[config.mk]
export PLATFORM = sky130hd
export DESIGN_NAME = json_string_unescape_utf8_flat
export DESIGN_NICKNAME = d
export VERILOG_FILES = /design/src/jsu_pkg.sv /design/src/jsu_if.sv /design/src/jsu_decode.sv /design/src/jsu_emit.sv /design/src/json_string_unescape_utf8.sv /design/src/flat_wrapper.sv
export SDC_FILE = /design/constraint.sdc
export NUM_CORES = 1
export LEC_CHECK = 0
export ABC_AREA = 1
export CORE_MARGIN = 3
export CORE_UTILIZATION = 40
export DETAILED_ROUTE_END_ITERATION = 8
export DONT_BUFFER_PORTS = 1
export HOLD_SLACK_MARGIN = 0.15
export PLACE_DENSITY = 0.52
export SKIP_LAST_GASP = 1
export SYNTH_ARGS = -nofsm -noshare
export SYNTH_HDL_FRONTEND = slang
export SYNTH_HIERARCHICAL = 1
export SYNTH_SLANG_ARGS = --single-unit
[constraint.sdc]
create_clock -name clk_i -period 5.4 [get_ports clk_i]
set_input_delay 0.54 -clock clk_i [delete_from_list [all_inputs] [get_ports clk_i]]
set_output_delay 0.54 -clock clk_i [all_outputs]
set_load 0.02 [all_outputs]
[src/jsu_pkg.sv]
// Package for the JSON string unescaper: result status codes, decoder modes,
// character constants, the result bundle type and the hex digit helper.
// No dependencies.
`default_nettype none

package jsu_pkg;

  // Result status codes.
  localparam logic [1:0] ST_DATA   = 2'd0;
  localparam logic [1:0] ST_CLOSE  = 2'd1;
  localparam logic [1:0] ST_BADESC = 2'd2;
  localparam logic [1:0] ST_END    = 2'd3;

  // Decoder modes.
  localparam logic [2:0] MODE_NORMAL = 3'd0;
  localparam logic [2:0] MODE_ESCAPE = 3'd1;
  localparam logic [2:0] MODE_HEX0   = 3'd2;
  localparam logic [2:0] MODE_HEX1   = 3'd3;
  localparam logic [2:0] MODE_HEX2   = 3'd4;
  localparam logic [2:0] MODE_HEX3   = 3'd5;

  // Characters with a meaning of their own.
  localparam logic [7:0] CH_NUL    = 8'h00;
  localparam logic [7:0] CH_QUOTE  = 8'h22;
  localparam logic [7:0] CH_SLASH  = 8'h2f;
  localparam logic [7:0] CH_BSLASH = 8'h5c;
  localparam logic [7:0] CH_B      = 8'h62;
  localparam logic [7:0] CH_F      = 8'h66;
  localparam logic [7:0] CH_N      = 8'h6e;
  localparam logic [7:0] CH_R      = 8'h72;
  localparam logic [7:0] CH_T      = 8'h74;
  localparam logic [7:0] CH_U      = 8'h75;

  localparam logic [15:0] REPLACEMENT_CHAR = 16'hfffd;
  localparam logic [15:0] OUT_LEN_MAX      = 16'hffff;

  // Up to three results caused by one input byte.
  typedef struct packed {
    logic [1:0]       cnt;
    logic [2:0][7:0]  bytes;
    logic [1:0]       status;
    logic [15:0]      length;
  } bundle_t;

  // Returns {valid, value} for one hex digit, either case.
  function automatic logic [4:0] hex_value(logic [7:0] c);
    logic [4:0] r;
    r = 5'd0;
    if (c >= 8'h30 && c <= 8'h39) begin
      r = {1'b1, 4'(c - 8'h30)};
    end else if (c >= 8'h61 && c <= 8'h66) begin
      r = {1'b1, 4'(c - 8'h57)};
    end else if (c >= 8'h41 && c <= 8'h46) begin
      r = {1'b1, 4'(c - 8'h37)};
    end
    return r;
  endfunction

endpackage

`default_nettype wire

[src/jsu_if.sv]
// Valid/ready channel interfaces for the JSON string unescaper.
// Depends on nothing but the sizes of the payload fields.
`default_nettype none

interface jsu_in_if;
  logic       valid;
  logic       ready;
  logic [7:0] in_byte;

  modport source (output valid, output in_byte, input ready);
  modport sink   (input valid, input in_byte, output ready);
endinterface

interface jsu_out_if;
  logic        valid;
  logic        ready;
  logic [7:0]  out_byte;
  logic [1:0]  status;
  logic [15:0] out_length;
  logic        last;

  modport source (output valid, output out_byte, output status, output out_length,
                  output last, input ready);
  modport sink   (input valid, input out_byte, input status, input out_length,
                  input last, output ready);
endinterface

`default_nettype wire

[src/jsu_decode.sv]
// Input register, decoder state and the combinational decode of one byte
// into a bundle of up to three results. Depends on jsu_pkg.
`default_nettype none

module jsu_decode #(
  parameter int LENGTH_BITS = 16
) (
  input  wire logic             clk_i,
  input  wire logic             rst_ni,
  input  wire logic             in_valid_i,
  input  wire logic [7:0]       in_byte_i,
  output logic                  in_ready_o,
  input  wire logic             adv_i,
  output logic                  load_o,
  output jsu_pkg::bundle_t      bundle_o
);

  logic                   in_vld_q, in_vld_d;
  logic [7:0]             in_byte_q;
  logic [2:0]             mode_q, mode_d;
  logic [11:0]            acc_q, acc_d;
  logic [LENGTH_BITS-1:0] count_q, count_d;
  logic [LENGTH_BITS:0]   count_sum;
  logic [1:0]             add_n;
  logic [15:0]            len_sat;
  logic [15:0]            cp;
  logic [4:0]             hx;
  logic [8:0]             esc;
  logic                   fire;
  jsu_pkg::bundle_t       b;

  // Single-byte escapes; returns {valid, byte}.
  function automatic logic [8:0] esc_map(logic [7:0] c);
    logic [8:0] r;
    r = 9'd0;
    unique case (c)
      jsu_pkg::CH_QUOTE:  r = {1'b1, jsu_pkg::CH_QUOTE};
      jsu_pkg::CH_BSLASH: r = {1'b1, jsu_pkg::CH_BSLASH};
      jsu_pkg::CH_SLASH:  r = {1'b1, jsu_pkg::CH_SLASH};
      jsu_pkg::CH_B:      r = {1'b1, 8'h08};
      jsu_pkg::CH_F:      r = {1'b1, 8'h0c};
      jsu_pkg::CH_N:      r = {1'b1, 8'h0a};
      jsu_pkg::CH_R:      r = {1'b1, 8'h0d};
      jsu_pkg::CH_T:      r = {1'b1, 8'h09};
      default:            r = 9'd0;
    endcase
    return r;
  endfunction

  generate
    if (LENGTH_BITS > 16) begin : g_len_sat
      assign len_sat = (|count_q[LENGTH_BITS-1:16]) ? jsu_pkg::OUT_LEN_MAX
                                                    : count_q[15:0];
    end else begin : g_len_ext
      assign len_sat = 16'(count_q);
    end
  endgenerate

  assign in_ready_o = !in_vld_q || adv_i;
  assign fire       = in_vld_q && adv_i;
  assign in_vld_d   = in_ready_o ? in_valid_i : in_vld_q;

  assign hx  = jsu_pkg::hex_value(in_byte_q);
  assign esc = esc_map(in_byte_q);

  always_comb begin
    cp = {acc_q, hx[3:0]};
    if (cp == 16'd0) begin
      cp = jsu_pkg::REPLACEMENT_CHAR;
    end
  end

  always_comb begin
    b        = '0;
    b.status = jsu_pkg::ST_DATA;
    mode_d   = mode_q;
    acc_d    = acc_q;
    add_n    = 2'd0;
    unique case (mode_q)
      jsu_pkg::MODE_ESCAPE: begin
        mode_d = jsu_pkg::MODE_NORMAL;
        if (in_byte_q == jsu_pkg::CH_NUL) begin
          b.cnt    = 2'd1;
          b.status = jsu_pkg::ST_END;
        end else if (esc[8]) begin
          b.cnt      = 2'd1;
          b.bytes[0] = esc[7:0];
          add_n      = 2'd1;
        end else if (in_byte_q == jsu_pkg::CH_U) begin
          mode_d = jsu_pkg::MODE_HEX0;
          acc_d  = 12'd0;
        end else begin
          b.cnt    = 2'd1;
          b.status = jsu_pkg::ST_BADESC;
        end
      end
      jsu_pkg::MODE_HEX0, jsu_pkg::MODE_HEX1, jsu_pkg::MODE_HEX2: begin
        if (hx[4]) begin
          acc_d  = {acc_q[7:0], hx[3:0]};
          mode_d = mode_q + 3'd1;
        end else begin
          b.cnt    = 2'd1;
          b.status = jsu_pkg::ST_BADESC;
          mode_d   = jsu_pkg::MODE_NORMAL;
        end
      end
      jsu_pkg::MODE_HEX3: begin
        mode_d = jsu_pkg::MODE_NORMAL;
        acc_d  = 12'd0;
        if (!hx[4]) begin
          b.cnt    = 2'd1;
          b.status = jsu_pkg::ST_BADESC;
        end else if (cp < 16'h0080) begin
          b.cnt      = 2'd1;
          b.bytes[0] = cp[7:0];
          add_n      = 2'd1;
        end else if (cp < 16'h0800) begin
          b.cnt      = 2'd2;
          b.bytes[0] = {3'b110, cp[10:6]};
          b.bytes[1] = {2'b10, cp[5:0]};
          add_n      = 2'd2;
        end else begin
          b.cnt      = 2'd3;
          b.bytes[0] = {4'b1110, cp[15:12]};
          b.bytes[1] = {2'b10, cp[11:6]};
          b.bytes[2] = {2'b10, cp[5:0]};
          add_n      = 2'd3;
        end
      end
      default: begin
        // Normal mode; the unused mode codes behave the same.
        mode_d = jsu_pkg::MODE_NORMAL;
        if (in_byte_q == jsu_pkg::CH_NUL) begin
          b.cnt    = 2'd1;
          b.status = jsu_pkg::ST_END;
        end else if (in_byte_q == jsu_pkg::CH_QUOTE) begin
          b.cnt    = 2'd1;
          b.status = jsu_pkg::ST_CLOSE;
          b.length = len_sat;
          acc_d    = 12'd0;
        end else if (in_byte_q == jsu_pkg::CH_BSLASH) begin
          mode_d = jsu_pkg::MODE_ESCAPE;
        end else begin
          b.cnt      = 2'd1;
          b.bytes[0] = in_byte_q;
          add_n      = 2'd1;
        end
      end
    endcase

    // Errors, the end and the close reset the count and the accumulator.
    if (b.cnt != 2'd0 && b.status != jsu_pkg::ST_DATA) begin
      acc_d = 12'd0;
    end
  end

  assign count_sum = {1'b0, count_q} + (LENGTH_BITS+1)'(add_n);

  always_comb begin
    if (b.cnt != 2'd0 && b.status != jsu_pkg::ST_DATA) begin
      count_d = '0;
    end else if (count_sum[LENGTH_BITS]) begin
      count_d = '1;
    end else begin
      count_d = count_sum[LENGTH_BITS-1:0];
    end
  end

  assign load_o   = fire && (b.cnt != 2'd0);
  assign bundle_o = b;

  always_ff @(posedge clk_i or negedge rst_ni) begin
    if (!rst_ni) begin
      in_vld_q <= 1'b0;
      mode_q   <= jsu_pkg::MODE_NORMAL;
      acc_q    <= 12'd0;
      count_q  <= '0;
    end else begin
      in_vld_q <= in_vld_d;
      if (fire) begin
        mode_q  <= mode_d;
        acc_q   <= acc_d;
        count_q <= count_d;
      end
    end
  end

  always_ff @(posedge clk_i) begin
    if (in_valid_i && in_ready_o) begin
      in_byte_q <= in_byte_i;
    end
  end

endmodule

`default_nettype wire

[src/jsu_emit.sv]
// Result register: holds one bundle of up to three results and hands them
// out one per cycle on the output channel while it is ready. Depends on jsu_pkg.
`default_nettype none

module jsu_emit (
  input  wire logic             clk_i,
  input  wire logic             rst_ni,
  input  wire logic             load_i,
  input  wire jsu_pkg::bundle_t bundle_i,
  output logic                  adv_o,
  output logic                  out_valid_o,
  input  wire logic             out_ready_i,
  output logic [7:0]            out_byte_o,
  output logic [1:0]            status_o,
  output logic [15:0]           out_length_o,
  output logic                  last_o
);

  logic [1:0]      rem_q, rem_d;
  logic [2:0][7:0] bytes_q;
  logic [1:0]      status_q;
  logic [15:0]     length_q;
  logic            pop;

  assign out_valid_o  = (rem_q != 2'd0);
  assign pop          = out_valid_o && out_ready_i;
  // The register is free when empty or once its final result leaves in this cycle.
  assign adv_o        = (rem_q == 2'd0) || (rem_q == 2'd1 && out_ready_i);
  assign out_byte_o   = bytes_q[0];
  assign status_o     = status_q;
  assign out_length_o = length_q;
  assign last_o       = (rem_q == 2'd1);

  always_comb begin
    rem_d = rem_q;
    if (load_i) begin
      rem_d = bundle_i.cnt;
    end else if (pop) begin
      rem_d = rem_q - 2'd1;
    end
  end

  always_ff @(posedge clk_i or negedge rst_ni) begin
    if (!rst_ni) begin
      rem_q <= 2'd0;
    end else begin
      rem_q <= rem_d;
    end
  end

  always_ff @(posedge clk_i) begin
    if (load_i) begin
      bytes_q  <= bundle_i.bytes;
      status_q <= bundle_i.status;
      length_q <= bundle_i.length;
    end else if (pop) begin
      bytes_q[0] <= bytes_q[1];
      bytes_q[1] <= bytes_q[2];
    end
  end

endmodule

`default_nettype wire

[src/json_string_unescape_utf8.sv]
// JSON string body unescaper with UTF-8 output; uses jsu_pkg, jsu_if,
// jsu_decode and jsu_emit.
// The input register holds a byte while it is decoded; the result register
// holds its results. Throughput: one byte per cycle while the output is
// ready; a \u escape giving two or three UTF-8 bytes stalls the input meanwhile.
// Reset clears the decoder to normal mode with zero count and empties both stages.
`default_nettype none

module json_string_unescape_utf8 #(
  parameter int LENGTH_BITS = 16
) (
  input  wire logic  clk_i,
  input  wire logic  rst_ni,
  jsu_in_if.sink     in_i,
  jsu_out_if.source  out_o
);

  logic             adv;
  logic             load;
  jsu_pkg::bundle_t bundle;

  jsu_decode #(
    .LENGTH_BITS (LENGTH_BITS)
  ) u_decode (
    .clk_i      (clk_i),
    .rst_ni     (rst_ni),
    .in_valid_i (in_i.valid),
    .in_byte_i  (in_i.in_byte),
    .in_ready_o (in_i.ready),
    .adv_i      (adv),
    .load_o     (load),
    .bundle_o   (bundle)
  );

  jsu_emit u_emit (
    .clk_i        (clk_i),
    .rst_ni       (rst_ni),
    .load_i       (load),
    .bundle_i     (bundle),
    .adv_o        (adv),
    .out_valid_o  (out_o.valid),
    .out_ready_i  (out_o.ready),
    .out_byte_o   (out_o.out_byte),
    .status_o     (out_o.status),
    .out_length_o (out_o.out_length),
    .last_o       (out_o.last)
  );

  // Close and error results always stand alone.
  a_ctrl_single : assert property (@(posedge clk_i) disable iff (!rst_ni)
    out_o.valid && out_o.status != jsu_pkg::ST_DATA |-> out_o.last)
    else $error("control result not marked last");

  // Only a close carries a length.
  a_len_close : assert property (@(posedge clk_i) disable iff (!rst_ni)
    out_o.valid && out_o.status != jsu_pkg::ST_CLOSE |-> out_o.out_length == 16'd0)
    else $error("length outside a close result");

  // A multi-byte sequence continues with another data byte.
  a_seq_cont : assert property (@(posedge clk_i) disable iff (!rst_ni)
    out_o.valid && out_o.ready && !out_o.last
    |=> out_o.valid && out_o.status == jsu_pkg::ST_DATA)
    else $error("UTF-8 sequence broken");

endmodule

`default_nettype wire
[src/flat_wrapper.sv]
// flat-port wrapper written by rule: the top's interface ports become plain ports
module json_string_unescape_utf8_flat 
#(
  parameter int LENGTH_BITS = 16
)
  (clk_i, rst_ni, in_i_valid, in_i_in_byte, in_i_ready, out_o_valid, out_o_out_byte, out_o_status, out_o_out_length, out_o_last, out_o_ready);
  jsu_in_if in_i_i ();
  jsu_out_if out_o_i ();
  input  wire logic clk_i;
  input  wire logic rst_ni;
  input wire logic [$bits(in_i_i.valid)-1:0] in_i_valid;
  input wire logic [$bits(in_i_i.in_byte)-1:0] in_i_in_byte;
  output wire logic [$bits(in_i_i.ready)-1:0] in_i_ready;
  output wire logic [$bits(out_o_i.valid)-1:0] out_o_valid;
  output wire logic [$bits(out_o_i.out_byte)-1:0] out_o_out_byte;
  output wire logic [$bits(out_o_i.status)-1:0] out_o_status;
  output wire logic [$bits(out_o_i.out_length)-1:0] out_o_out_length;
  output wire logic [$bits(out_o_i.last)-1:0] out_o_last;
  input wire logic [$bits(out_o_i.ready)-1:0] out_o_ready;
  assign in_i_i.valid = in_i_valid;
  assign in_i_i.in_byte = in_i_in_byte;
  assign in_i_ready = in_i_i.ready;
  assign out_o_valid = out_o_i.valid;
  assign out_o_out_byte = out_o_i.out_byte;
  assign out_o_status = out_o_i.status;
  assign out_o_out_length = out_o_i.out_length;
  assign out_o_last = out_o_i.last;
  assign out_o_i.ready = out_o_ready;
  json_string_unescape_utf8 #(.LENGTH_BITS(LENGTH_BITS)) u_core (.clk_i(clk_i), .rst_ni(rst_ni), .in_i(in_i_i), .out_o(out_o_i));
endmodule
* Word-level counts from Yosys, hierarchy flattened
Index checks and enable logic that the tools add are counted.
W data, S select, Z words.
** Operators by class
- Multiplexer cells :: 63
- Bitwise logic cells :: 3
- Reduce and logical (&&, ||, !) cells :: 26
- Magnitude comparators :: 8
- Add/subtract/negate cells :: 6
- Equal/unequal tests :: 20
** Operators with widths (number)
- $mux W16 :: 6
- $mux W12 :: 7
- $mux W8 :: 9
- $pmux W9 S8 :: 1
- $eq A8 B7 Y1 const B :: 7
- $pmux W12 S3 :: 1
- $mux W2 :: 15
- $pmux W8 S3 :: 1
- $add A16 B2 Y17 :: 1
- $mux W17 :: 1
- $eq A8 B6 Y1 const B :: 2
- $ge A8 B7 Y1 const B :: 2
- $le A8 B7 Y1 const B :: 2
- $logic_not A16 Y1 :: 1
- $lt A16 B12 Y1 const B :: 1
- $lt A16 B8 Y1 const B :: 1
- $mux W5 :: 3
- $mux W14 :: 1
- $mux W1 :: 13
- $ne A3 B3 Y1 const B :: 4
- $pmux W2 S3 :: 2
- $logic_and A1 B1 Y1 :: 9
- $pmux W3 S3 :: 1
- $ge A8 B6 Y1 const B :: 1
- other kinds (23) :: 34
** Word-level totals
- Logic and storage cells :: 138
- Bits in registers :: 84
- Output and inout bits :: 29

* Longest topological paths before layout
Gate-level depths: netlist (run 1).
- Word-level depth :: 16
- Mapped depth :: 30

* Hierarchy
The synthesis (run 1) kept the hierarchy.
** By module, submodules not included
- jsu_decode :: cells each 473, area an instance 3288.2 um2, times used 1
- jsu_emit :: cells each 123, area an instance 1669.1 um2, times used 1

* Worst setup path before layout (run 1)
Ideal clock, no wire load.
- Path kind :: reg-to-reg
- Start point :: reg u_core.u_decode.in_byte_q[0]
- End point :: reg u_core.u_decode.count_q[11]
- Arrival :: 4075 ps
- Setup slack :: 1242 ps
- Setup time :: 83 ps
- Required time :: 5317 ps
- Period minus slack after synthesis :: 4158 ps
- Path buffers :: 1
- Stages on the path, launching flop included :: 30
- Cells stage by stage :: edfxtp_1 > inv_1 > ha_1 > o21ai_1 > nand2_1 > nand2_2 > nand2_1 > nand2_1 > nand3_2 > nand3_2 > nand3_1 > nand2_4 > nand2_2 > nor2_1 > o22a_1 > ha_1 > inv_1 > fa_1 > nor3_1 > nand3_1 > nor2_1 > inv_1 > nor2_1 > nand2_1 > nor2_1 > nand2_1 > inv_1 > clkbuf_1 > nor2_1 > o22ai_2
** On the way
- Word-level cells in the longest chain between the ends :: 15
- Elaborated cells on any way between the ends :: 60
** RTL lines
- start: declaration :: line jsu_decode.sv:19 : logic [7:0] in_byte_q;
- start signal: assignment :: line jsu_decode.sv:190 : in_byte_q <= in_byte_i;
- $ge A8 B7 Y1 or $le A8 B7 Y1 (tied branches) :: line jsu_pkg.sv:53 : end else if (c >= 8'h41 && c <= 8'h46) begin
- $logic_and A1 B1 Y1 :: line jsu_pkg.sv:53
- $mux W5 :: line jsu_pkg.sv:53
- $mux W5 :: line jsu_pkg.sv:51 : end else if (c >= 8'h61 && c <= 8'h66) begin
- $mux W5 :: line jsu_pkg.sv:49 : if (c >= 8'h30 && c <= 8'h39) begin
- $logic_not A16 Y1 :: line jsu_decode.sv:68 : if (cp == 16'd0) begin
- $mux W16 :: line jsu_decode.sv:68
- $lt A16 B12 Y1 :: line jsu_decode.sv:117 : end else if (cp < 16'h0800) begin
- $mux W1 :: line jsu_decode.sv:117
- $mux W2 :: line jsu_decode.sv:113 : end else if (cp < 16'h0080) begin
- $mux W2 :: line jsu_decode.sv:110 : if (!hx[4]) begin
- $pmux W2 S3 :: line jsu_decode.sv:79 : unique case (mode_q)
- $add A16 B2 Y17 or $reduce_bool A2 Y1 (tied branches) :: line jsu_decode.sv:157, jsu_decode.sv:160
- $mux W16 or $logic_and A1 B1 Y1 (tied branches) :: line jsu_decode.sv:162, jsu_decode.sv:160
- $mux W16 * :: line jsu_decode.sv:160 : if (b.cnt != 2'd0 && b.status != jsu_pkg::ST_DATA) begin
- end signal: assignment :: line jsu_decode.sv:183 : count_q <= count_d;
- end: declaration :: line jsu_decode.sv:22 : logic [LENGTH_BITS-1:0] count_q, count_d;
Mark *: on every way between the ends. The rest lies on a longest branch, timed or not.
A chain may end at the register's enable or synchronous reset.

* Final worst setup path (run 1)
- Start point :: reg u_core.u_decode.in_byte_q[0]
- End point :: reg u_core.u_decode.count_q[15]
The elaborated chain is that of the path after synthesis.

==> results.py, run 1 <==
metrics = {
    "worst_setup_path": {
        "critical_path.max_fanout": 14,
        "cp.depth": 28,
        "start_kind": "flip-flop",
        "crit_type": "flip-flop to flip-flop",
        "arrival_ns": 5.11,
        "cp_slowest_cell": "edfxtp_1",
        "r2r_cells": 28,
        "end_kind": "flip-flop",
        "crit_required_ns": 5.66,
        "slowest_delay_ns": 0.48,
        "critical_path_buf_inv_count": 5,
        "cpMostUsedCell": "nor2_1",
        "path_delay_family": "simple AND/OR/NAND/NOR gates",
    },
    "die": {
        "die_w_um": 117,
        "coreArea_sq_mm": 0.0121,
        "io_pins": 41,
        "fp.dieH_um": 117,
        "dieArea_sq_mm": 0.0138,
        "fp-row-count": 40,
        "initial_core_util": 0.411,
    },
    "drt": {
        "first_pass_iters": 5,
        "drt_iter0_markers": 257,
        "wirelength_mm": 12.4,
        "drc": 0,
        "drt.antenna.violating_nets": 0,
        "vias": 4006,
        "vias_per_cell": 5.24,
        "detail_route.wl_per_cell_um": 16.2,
    },
    "timing": {
        "setup-violations-final": 0,
        "tns_ns": 0,
        "period_minus_slack_ns": 4.85,
        "slew_viol_final": 0,
        "relSlewSlack": 0.458,
        "timing.final.ws_setup_ns": 0.550,
        "timing.fmax_ghz": 0.206,
        "rsz0062_at_grt": "no",
        "finClkSkew_ns": 0.00522,
        "finalCritPeriodShare": 0.898,
        "tightest_slew_ns": 0.813,
        "hold_viol_final": 0,
    },
    "clock_tree": {
        "cts_made_buffers": 9,
        "htreeDepth": 3,
        "clock-sinks": 84,
        "clock_latency_ns": 0.34,
        "clk_path_buf_depth": 2,
        "clk_pin_slew_worst_paths_ns": 0.06,
        "cts_tree": "done",
        "root_buffer": "clkbuf_16",
    },
    "synth": {
        "synth_top_cell_by_area": "edfxtp_1",
        "yosysUniqueCellTypes": 45,
        "ys_ff_latch": 84,
        "synth-edff-count": 50,
        "yosysWarnings": 6,
        "synthFlopType": "edfxtp_1",
        "yosysTopAreaCellShare": 0.303,
        "async_flop_share": 0.405,
        "syn_avg_cell_area_sq_um": 8.32,
        "ys_seq_area_frac": 0.475,
        "syn_area_sq_mm": 0.00496,
        "synthTopCellsByArea": "edfxtp_1 (30%), dfrtp_1 (17%), nand2_1 (11%)",
        "synth_cells": 596,
    },
    "run_status": {
        "outcome": "complete, no violations",
    },
    "grt": {
        "overflow": 0,
        "grt_pass1_vias": 3926,
        "grt_usage": 0.185,
        "grt_pass1_wl_mm": 20.4,
        "grt_max_degree": 47,
        "antenna_found_initial": 0,
    },
    "final_layout": {
        "drive_above_1_share": 0.0956,
        "mostFrequentLayoutCells": "nand2_1 (149), inv_1 (77), nor2_1 (64), edfxtp_1 (50), nand3_1 (38)",
        "diodes": 0,
        "regArea_sq_mm": 0.00235,
        "nets": 617,
        "multiInputGateArea_sq_mm": 0.00215,
        "num-fill-cells": 1187,
        "mostFrequentLayoutCell": "nand2_1",
        "area_delta_synth_final_pct": 8.73,
        "fin_util": 0.447,
    },
    "place": {
        "hpwl_mm": 8.93,
        "pre_cts_slack_ns": 0.489,
        "numPortBuffers": 0,
        "gp_congestion": 0.899,
    },
    "power": {
        "seqPwrFrac": 0.434,
        "p_int_w": 0.00162,
        "pwr-share-comb": 0.348,
        "ir_worst_vdd_v": 0.000244,
        "clockPowerShare": 0.218,
        "sw_frac_of_total": 0.421,
        "net-switching-power_w": 0.00118,
        "pwr_density_cell_mw_per_mm2": 521,
        "total_leakage_power_nw": 2.40,
    },
    "run": {
        "max-cap-violations": 0,
    },
    "hold_path": {
        "min_path_type": "input port to flip-flop",
        "whs_path_depth": 0,
    },
}
-- registers in the layout, indices dropped and copies added, names as in the netlist --
| signal | flops |
|---|---|
| u_core/u_emit/bytes_q | 16 |
| u_core/u_emit/rem_q | 2 |
| u_core/u_emit/out_length_o | 16 |
| u_core/u_decode/acc_q | 12 |
| u_core/u_decode/count_q | 16 |
| u_core/u_emit/status_o | 2 |
| u_core/u_decode/in_byte_q | 8 |
| u_core/u_emit/out_byte_o | 8 |
| u_core/u_decode/in_vld_q | 1 |
| u_core/u_decode/mode_q | 3 |
-- per-layer routing --
layer  wire (um)  track usage
met5           0            0
met4         408       0.0953
met3         534       0.0313
met2        5920        0.296
met1        5540        0.241
-- worst reg2reg max path, delay by kind of cell, from the launching register on --
family,cells,cell delay [ns]
AOI/OAI and AO/OA,3,0.44
adders and majority gates,3,0.84
buffers and inverters,5,0.58
DFF,1,0.48
and+or+nand+nor,17,2.44
-- repair_timing --
action                     CTS  global route
hold buffers                 2             0
resized for setup            0             2
setup buffers                0             0
hold endpoints to repair    34             0
setup endpoints to repair    0            14
-- path summary, 6_finish.rpt --
| path | start | to | slack (ns) |
|---|---|---|---|
| worst min-delay path | in_i_in_byte[0] | u_core/u_decode/in_byte_q[0] | 0.29 |
| worst max-delay path | u_core/u_decode/in_byte_q[0] | u_core/u_decode/count_q[15] | 0.55 |
| worst min register to register | u_core/u_decode/acc_q[3] | u_core/u_decode/acc_q[3] | 0.48 |
| min in group asynchronous | rst_ni | u_core/u_decode/count_q[12] | 0.63 |
| max in group asynchronous | rst_ni | u_core/u_decode/in_vld_q | 4.58 |
| worst max register to register | u_core/u_decode/in_byte_q[0] | u_core/u_decode/count_q[15] | 0.55 |
-- Yosys cell counts, drive strengths merged, types with 3 or more instances --
master	n
a31oi	3
inv	81
buf	16
a21oi	21
o22ai	18
nor3	26
clkbuf	9
nand2	158
nor2	66
edfxtp	50
nand4	15
ha	13
o21ai	18
nand3	41
xor2	5
dfrtp	34
o2111ai	3
-- cell type report --
type / instances / share of cell area
repair buffers: 8 / 0.0139
inverters: 82 / 0.0583
multi-input cells: 406 / 0.398
flip-flops and latches: 84 / 0.436
clock buffers: 9 / 0.0418
well taps: 168 / 0.0390
clock inverters: 7 / 0.0123
-- metrics by stage --
stage | hold WS, ns | power (W) | instances | instance area, sq um
3_3_place_gp | 0.246 | 0.00221 | 746 | 5060
4_1_cts | 0.275 | 0.00284 | 764 | 5380
6_report | 0.288 | 0.00281 | 764 | 5390
2_1_floorplan | 0.244 | 0.00200 | 597 | 4960
5_1_grt | 0.274 | 0.00301 | 764 | 5390
3_5_place_dp | 0.246 | 0.00220 | 746 | 5060
-- kinds of logic after synthesis --
family	after synthesis	share of synthesized area
AND/OR/NAND/NOR	311	0.282
adder cells (fa/ha/maj)	14	0.0369
AO/OA/AOI/OAI	73	0.101
other	1	0.000756
flip-flops	84	0.475
buffers and inverters	107	0.0941
XOR/XNOR	6	0.0106
-- power by group through the flow --
stage | sequential (W) | clock (W) | combinational, W
5_1_grt | 0.00125 | 0.000656 | 0.00110
3_5_place_dp | 0.00123 | 0 | 0.000971
4_1_cts | 0.00122 | 0.000628 | 0.000984
2_1_floorplan | 0.00115 | 0 | 0.000850
3_3_place_gp | 0.00123 | 0 | 0.000981
6_report | 0.00122 | 0.000611 | 0.000977
Power figures use the tool's default switching activity.
==> inputs of run 2 (changes only) <==
--- a/config.mk
+++ b/config.mk
@@ -6,12 +6,14 @@
 export NUM_CORES = 1
 export LEC_CHECK = 0
 export ABC_AREA = 1
+export CELL_PAD_IN_SITES_DETAIL_PLACEMENT = 0
+export CELL_PAD_IN_SITES_GLOBAL_PLACEMENT = 1
 export CORE_MARGIN = 3
-export CORE_UTILIZATION = 40
+export CORE_UTILIZATION = 48
 export DETAILED_ROUTE_END_ITERATION = 8
 export DONT_BUFFER_PORTS = 1
 export HOLD_SLACK_MARGIN = 0.15
-export PLACE_DENSITY = 0.52
+export PLACE_DENSITY = 0.77
 export SKIP_LAST_GASP = 1
 export SYNTH_ARGS = -nofsm -noshare
 export SYNTH_HDL_FRONTEND = slang
==> run 2 against run 1 <==
Fmax grew 1.1%. Die area shrank 16%. Register-to-register slack gained 0.05 ns. Worst setup slack gained 0.055 ns. Combinational power shrank 2.0%. Count of clock-buffer cells in the layout grew 1. Sequential share of layout area grew 1.5 points. Routed wire length shrank 4.8%. Critical path depth is the same. Core utilization grew 7.8 points. Largest cell class unchanged. Largest power group unchanged.
==> results.py, run 2 (synthesis gave the netlist of run 1 again) <==
metrics = {
    "power": {
        "ir_worst_vdd_v": 0.000321,
        "pwr_density_cell_mw_per_mm2": 494,
        "total_leakage_power_nw": 2.33,
    },
    "worst_setup_path": {
        "cp-startpoint": "u_core/u_decode/in_byte_q[0]",
        "path_delay_family": "simple AND/OR/NAND/NOR gates",
        "start_kind": "flip-flop",
        "arrival_ns": 5.06,
        "slowest_delay_ns": 0.49,
        "critical_path.max_fanout": 14,
        "reg2reg_setup_slack_ns": 0.60,
        "end_kind": "flip-flop",
        "crit_required_ns": 5.66,
        "crit_type": "flip-flop to flip-flop",
        "r2r-end": "u_core/u_decode/count_q[3]",
        "r2r_cells": 28,
        "cp_slowest_cell": "edfxtp_1",
        "critical_path_buf_inv_count": 5,
        "cpMostUsedCell": "nor2_1",
        "timing.rr.start": "u_core/u_decode/in_byte_q[0]",
    },
    "timing": {
        "hold_viol_final": 0,
        "finalCritPeriodShare": 0.888,
        "timing.final.ws_setup_ns": 0.605,
        "relSlewSlack": 0.471,
        "timing.hold.ws_ns": 0.273,
        "period_minus_slack_ns": 4.80,
        "setup-violations-final": 0,
        "finClkSkew_ns": 0.0118,
        "tns_ns": 0,
        "slew_viol_final": 0,
        "rsz0062_at_grt": "no",
        "timing.fmax_ghz": 0.209,
        "tightest_slew_ns": 0.794,
    },
    "place": {
        "gp_congestion": 0.887,
        "pre_cts_slack_ns": 0.430,
        "hpwl_mm": 8.50,
        "dp.cells": 709,
        "numPortBuffers": 0,
    },
    "clock_tree": {
        "clk_pin_slew_worst_paths_ns": 0.09,
        "htreeDepth": 3,
        "clk_path_buf_depth": 2,
        "clock_latency_ns": 0.36,
        "cts_tree": "done",
        "cts_made_buffers": 9,
        "root_buffer": "clkbuf_8",
        "clock-sinks": 84,
        "cts_setup_buffers": 0,
    },
    "die": {
        "dieArea_sq_mm": 0.0116,
        "io_pins": 41,
        "initial_core_util": 0.500,
        "fp-row-count": 36,
        "die_w_um": 108,
        "coreArea_sq_mm": 0.00991,
        "fp.dieH_um": 108,
    },
    "hold_path": {
        "whs_path_depth": 0,
        "min_path_type": "input port to flip-flop",
        "worstHoldEndpoint": "u_core/u_decode/in_byte_q[2]",
        "hold_start": "in_i_in_byte[2]",
    },
    "run_status": {
        "outcome": "complete, no violations",
    },
    "grt": {
        "grt_pass1_wl_mm": 19.8,
        "grt_pass1_vias": 3906,
        "overflow": 0,
        "grt_max_degree": 47,
        "grt_usage": 0.219,
        "antenna_found_initial": 0,
    },
    "final_layout": {
        "mostFrequentLayoutCell": "nand2_1",
        "nets": 615,
        "diodes": 0,
        "mostFrequentLayoutCells": "nand2_1 (149), inv_1 (77), nor2_1 (64), edfxtp_1 (50), nand3_1 (38)",
        "drive_above_1_share": 0.0909,
        "instances_no_fill": 727,
        "area_delta_synth_final_pct": 5.02,
        "fin_util": 0.525,
    },
    "drt": {
        "drc": 0,
        "wirelength_mm": 11.8,
        "drt_iter0_markers": 336,
        "first_pass_iters": 5,
        "vias_per_cell": 5.43,
        "detail_route.wl_per_cell_um": 16.2,
        "vias": 3946,
        "drt.antenna.violating_nets": 0,
    },
    "run": {
        "max-cap-violations": 0,
    },
}
[run 2: cell count changes in the layout (fill, tap and decap cells not counted), sizes merged]
cell	change
clkinv	-1
buf	-2
bufinv	-1
clkinvlp	+1
clkbuf	+1
[run 2: power by group]
part / total [W] / leakage (nW) / internal, W / switching (W)
combinational: 0.000957 / 1.29 / 0.000266 / 0.000691
sequential: 0.00122 / 0.954 / 0.000993 / 0.000226
clock: 0.000396 / 0.0841 / 0.000167 / 0.000230
total: 0.00257 / 2.33 / 0.00143 / 0.00115
[run 2: final cells by class]
| type | count | area [sq um] |
|---|---|---|
| Clock buffer | 10 | 128 |
| Clock inverter | 6 | 38.8 |
| Fill cell | 986 | 4700 |
| Inverter | 82 | 314 |
| Multi-Input combinational cell | 406 | 2150 |
| Sequential cell | 84 | 2350 |
| Tap cell | 133 | 166 |
| Timing Repair Buffer | 6 | 60.1 |
[run 2: metal layers]
| layer | wire, um | GRT usage | vias up |
|---|---|---|---|
| li1 | - | - | 1956 |
| met1 | 5240 | 0.286 | 1856 |
| met2 | 5710 | 0.362 | 112 |
| met3 | 543 | 0.0384 | 22 |
| met4 | 323 | 0.0848 | 0 |
| met5 | 0 | 0 | - |
[run 2: what timing repair did]
item | 4_1_cts | 5_1_grt
hold buffers | 2 | 0
setup endpoints to repair | 0 | 14
resized for setup | 0 | 2
endpoints found under the hold margin | 34 | 0
[run 2: stage by stage]
| stage | total power (W) | area [sq um] |
|---|---|---|
| after floorplan | 0.00200 | 4960 |
| after global placement | 0.00218 | 5000 |
| after detailed placement | 0.00219 | 5000 |
| after CTS | 0.00260 | 5200 |
| after global routing | 0.00277 | 5210 |
| final | 0.00257 | 5210 |
[run 2: worst max path at each step]
stage / end / slack (ns) / cells after the start
final: u_core/u_decode/count_q[3] / 0.60 / 28
after global routing: u_core/u_decode/count_q[1] / 0.01 / 28
after CTS: u_core/u_decode/count_q[3] / 0.41 / 28
after detailed placement: u_core/u_decode/count_q[15] / 0.43 / 28
after global placement: u_core/u_decode/count_q[15] / 0.70 / 28
after floorplan: u_core/u_decode/count_q[11] / 1.24 / 29
==> inputs of run 3 (changes only) <==
--- a/config.mk
+++ b/config.mk
@@ -12,6 +12,7 @@
 export CORE_UTILIZATION = 48
 export DETAILED_ROUTE_END_ITERATION = 8
 export DONT_BUFFER_PORTS = 1
+export GPL_TIMING_DRIVEN = 0
 export HOLD_SLACK_MARGIN = 0.15
 export PLACE_DENSITY = 0.77
 export SKIP_LAST_GASP = 1
==> run 3 against run 2 <==
First-iteration DRC count fell by 13%. Sequential cell count unchanged. Non-clock buffer count rose by 25. Hold slack barely moved. Fmax fell by 1.8%. Sequential share of layout area fell by 2.0 points. Combinational power up 15%.
==> results.py, run 3 (synthesis gave the netlist of run 1 again) <==
metrics = {
    "power": {
        "finalPower_w": 0.00282,
        "total_leakage_power_nw": 2.48,
        "pwr_density_cell_mw_per_mm2": 517,
        "ir_worst_vdd_v": 0.000315,
    },
    "final_layout": {
        "mostFrequentLayoutCell": "nand2_1",
        "diodes": 0,
        "instances_no_fill": 752,
        "mostFrequentLayoutCells": "nand2_1 (149), inv_1 (78), nor2_1 (64), edfxtp_1 (50), nand3_1 (37)",
        "nets": 640,
        "drive_above_1_share": 0.118,
        "area_delta_synth_final_pct": 9.99,
    },
    "clock_tree": {
        "clock_latency_ns": 0.36,
        "htreeDepth": 3,
        "clk_pin_slew_worst_paths_ns": 0.09,
        "cts_made_buffers": 9,
        "root_buffer": "clkbuf_8",
        "clock-sinks": 84,
        "cts_tree": "done",
        "clk_path_buf_depth": 2,
    },
    "grt": {
        "grt-busiest-layer": "met2",
        "grt_util_met1": 0.285,
        "grt_usage": 0.222,
        "antenna_found_initial": 0,
        "met3_usage": 0.0450,
        "grt_pass1_vias": 4034,
        "grt_max_degree": 35,
        "met2_usage": 0.368,
        "grt_pass1_wl_mm": 20.1,
        "overflow": 0,
    },
    "drt": {
        "drt.antenna.violating_nets": 0,
        "vias_per_cell": 5.37,
        "wirelength_mm": 12.0,
        "first_pass_iters": 7,
        "drt_iter0_markers": 293,
        "drc": 0,
        "vias": 4041,
        "detail_route.wl_per_cell_um": 16.0,
    },
    "place": {
        "hpwl_mm": 8.94,
        "numPortBuffers": 0,
        "gp_congestion": 0.905,
        "pre_cts_slack_ns": 0.106,
        "dp.cells": 730,
    },
    "hold_path": {
        "min_path_type": "input port to flip-flop",
        "whs_path_depth": 0,
        "hold_start": "in_i_in_byte[0]",
        "worstHoldEndpoint": "u_core/u_decode/in_byte_q[0]",
    },
    "worst_setup_path": {
        "crit_required_ns": 5.67,
        "crit_type": "flip-flop to flip-flop",
        "critical_path_buf_inv_count": 6,
        "end_kind": "flip-flop",
        "start_kind": "flip-flop",
        "reg2reg_setup_slack_ns": 0.52,
        "cpMostUsedCell": "nor2_1",
        "timing.rr.start": "u_core/u_decode/in_byte_q[1]",
        "r2r-end": "u_core/u_decode/count_q[4]",
        "cp_slowest_cell": "edfxtp_1",
        "critical_path.max_fanout": 10,
        "path_delay_family": "simple AND/OR/NAND/NOR gates",
        "r2r_cells": 29,
        "arrival_ns": 5.15,
        "slowest_delay_ns": 0.43,
    },
    "die": {
        "io_pins": 41,
        "fp.dieH_um": 108,
        "dieArea_sq_mm": 0.0116,
        "fp-row-count": 36,
        "coreArea_sq_mm": 0.00991,
        "die_w_um": 108,
        "initial_core_util": 0.500,
    },
    "timing": {
        "period_minus_slack_ns": 4.88,
        "slew_viol_final": 0,
        "tightest_slew_ns": 1.24,
        "finClkSkew_ns": 0.0157,
        "timing.final.ws_setup_ns": 0.518,
        "finalCritPeriodShare": 0.904,
        "timing.fmax_ghz": 0.205,
        "hold_viol_final": 0,
        "relSlewSlack": 0.170,
        "tns_ns": 0,
        "rsz0062_at_grt": "no",
        "setup-violations-final": 0,
    },
    "run_status": {
        "outcome": "complete, no violations",
    },
    "run": {
        "max-cap-violations": 0,
    },
}
-- run 3: through the flow --
step	hold slack (ns)	util	cell area, sq um
2_1_floorplan	0.244	-	4960
5_1_grt	0.250	0.550	5450
3_5_place_dp	0.246	0.517	5130
6_report	0.272	0.550	5450
3_3_place_gp	0.245	0.517	5130
4_1_cts	0.252	0.546	5410
-- run 3: worst max-delay path by stage --
stage / startpoint / endpoint / cells past startpoint
5_1_grt: u_core/u_decode/in_byte_q[1] / u_core/u_decode/count_q[4] / 29
6_report: u_core/u_decode/in_byte_q[1] / u_core/u_decode/count_q[4] / 29
2_1_floorplan: u_core/u_decode/in_byte_q[0] / u_core/u_decode/count_q[11] / 29
3_3_place_gp: u_core/u_decode/in_byte_q[0] / u_core/u_decode/count_q[11] / 29
3_5_place_dp: u_core/u_decode/in_byte_q[0] / u_core/u_decode/count_q[4] / 29
4_1_cts: u_core/u_decode/in_byte_q[0] / u_core/u_decode/count_q[4] / 29
-- run 3: area by class of cell --
cell class / count / area, sq um
buffer: 25 / 160
clock buffer: 12 / 176
clock inverter: 4 / 75.1
fill: 970 / 4460
inverter: 82 / 310
multi-input combinational: 406 / 2150
sequential: 84 / 2350
tap: 133 / 166
timing repair buffer: 6 / 60.1
-- run 3: routing by layer --
layer / wire length, um / vias to the layer above
met1: 5370 / 1923
met5: 0 / -
met4: 318 / 0
li1: - / 2008
met3: 532 / 23
met2: 5820 / 87
-- run 3: power by group --
part           switching (W)  leakage, nW  total, W  internal, W
Sequential          0.000177        0.954   0.00117     0.000992
Combinational       0.000767         1.39   0.00110     0.000334
Clock               0.000232        0.129  0.000548     0.000316
-- run 3: timing repair --
action / CTS / global route
endpoints found under the hold margin: 34 / 0
hold buffers: 2 / 0
setup buffers: 0 / 4
setup endpoints to repair: 0 / 10
gates resized for setup: 0 / 7
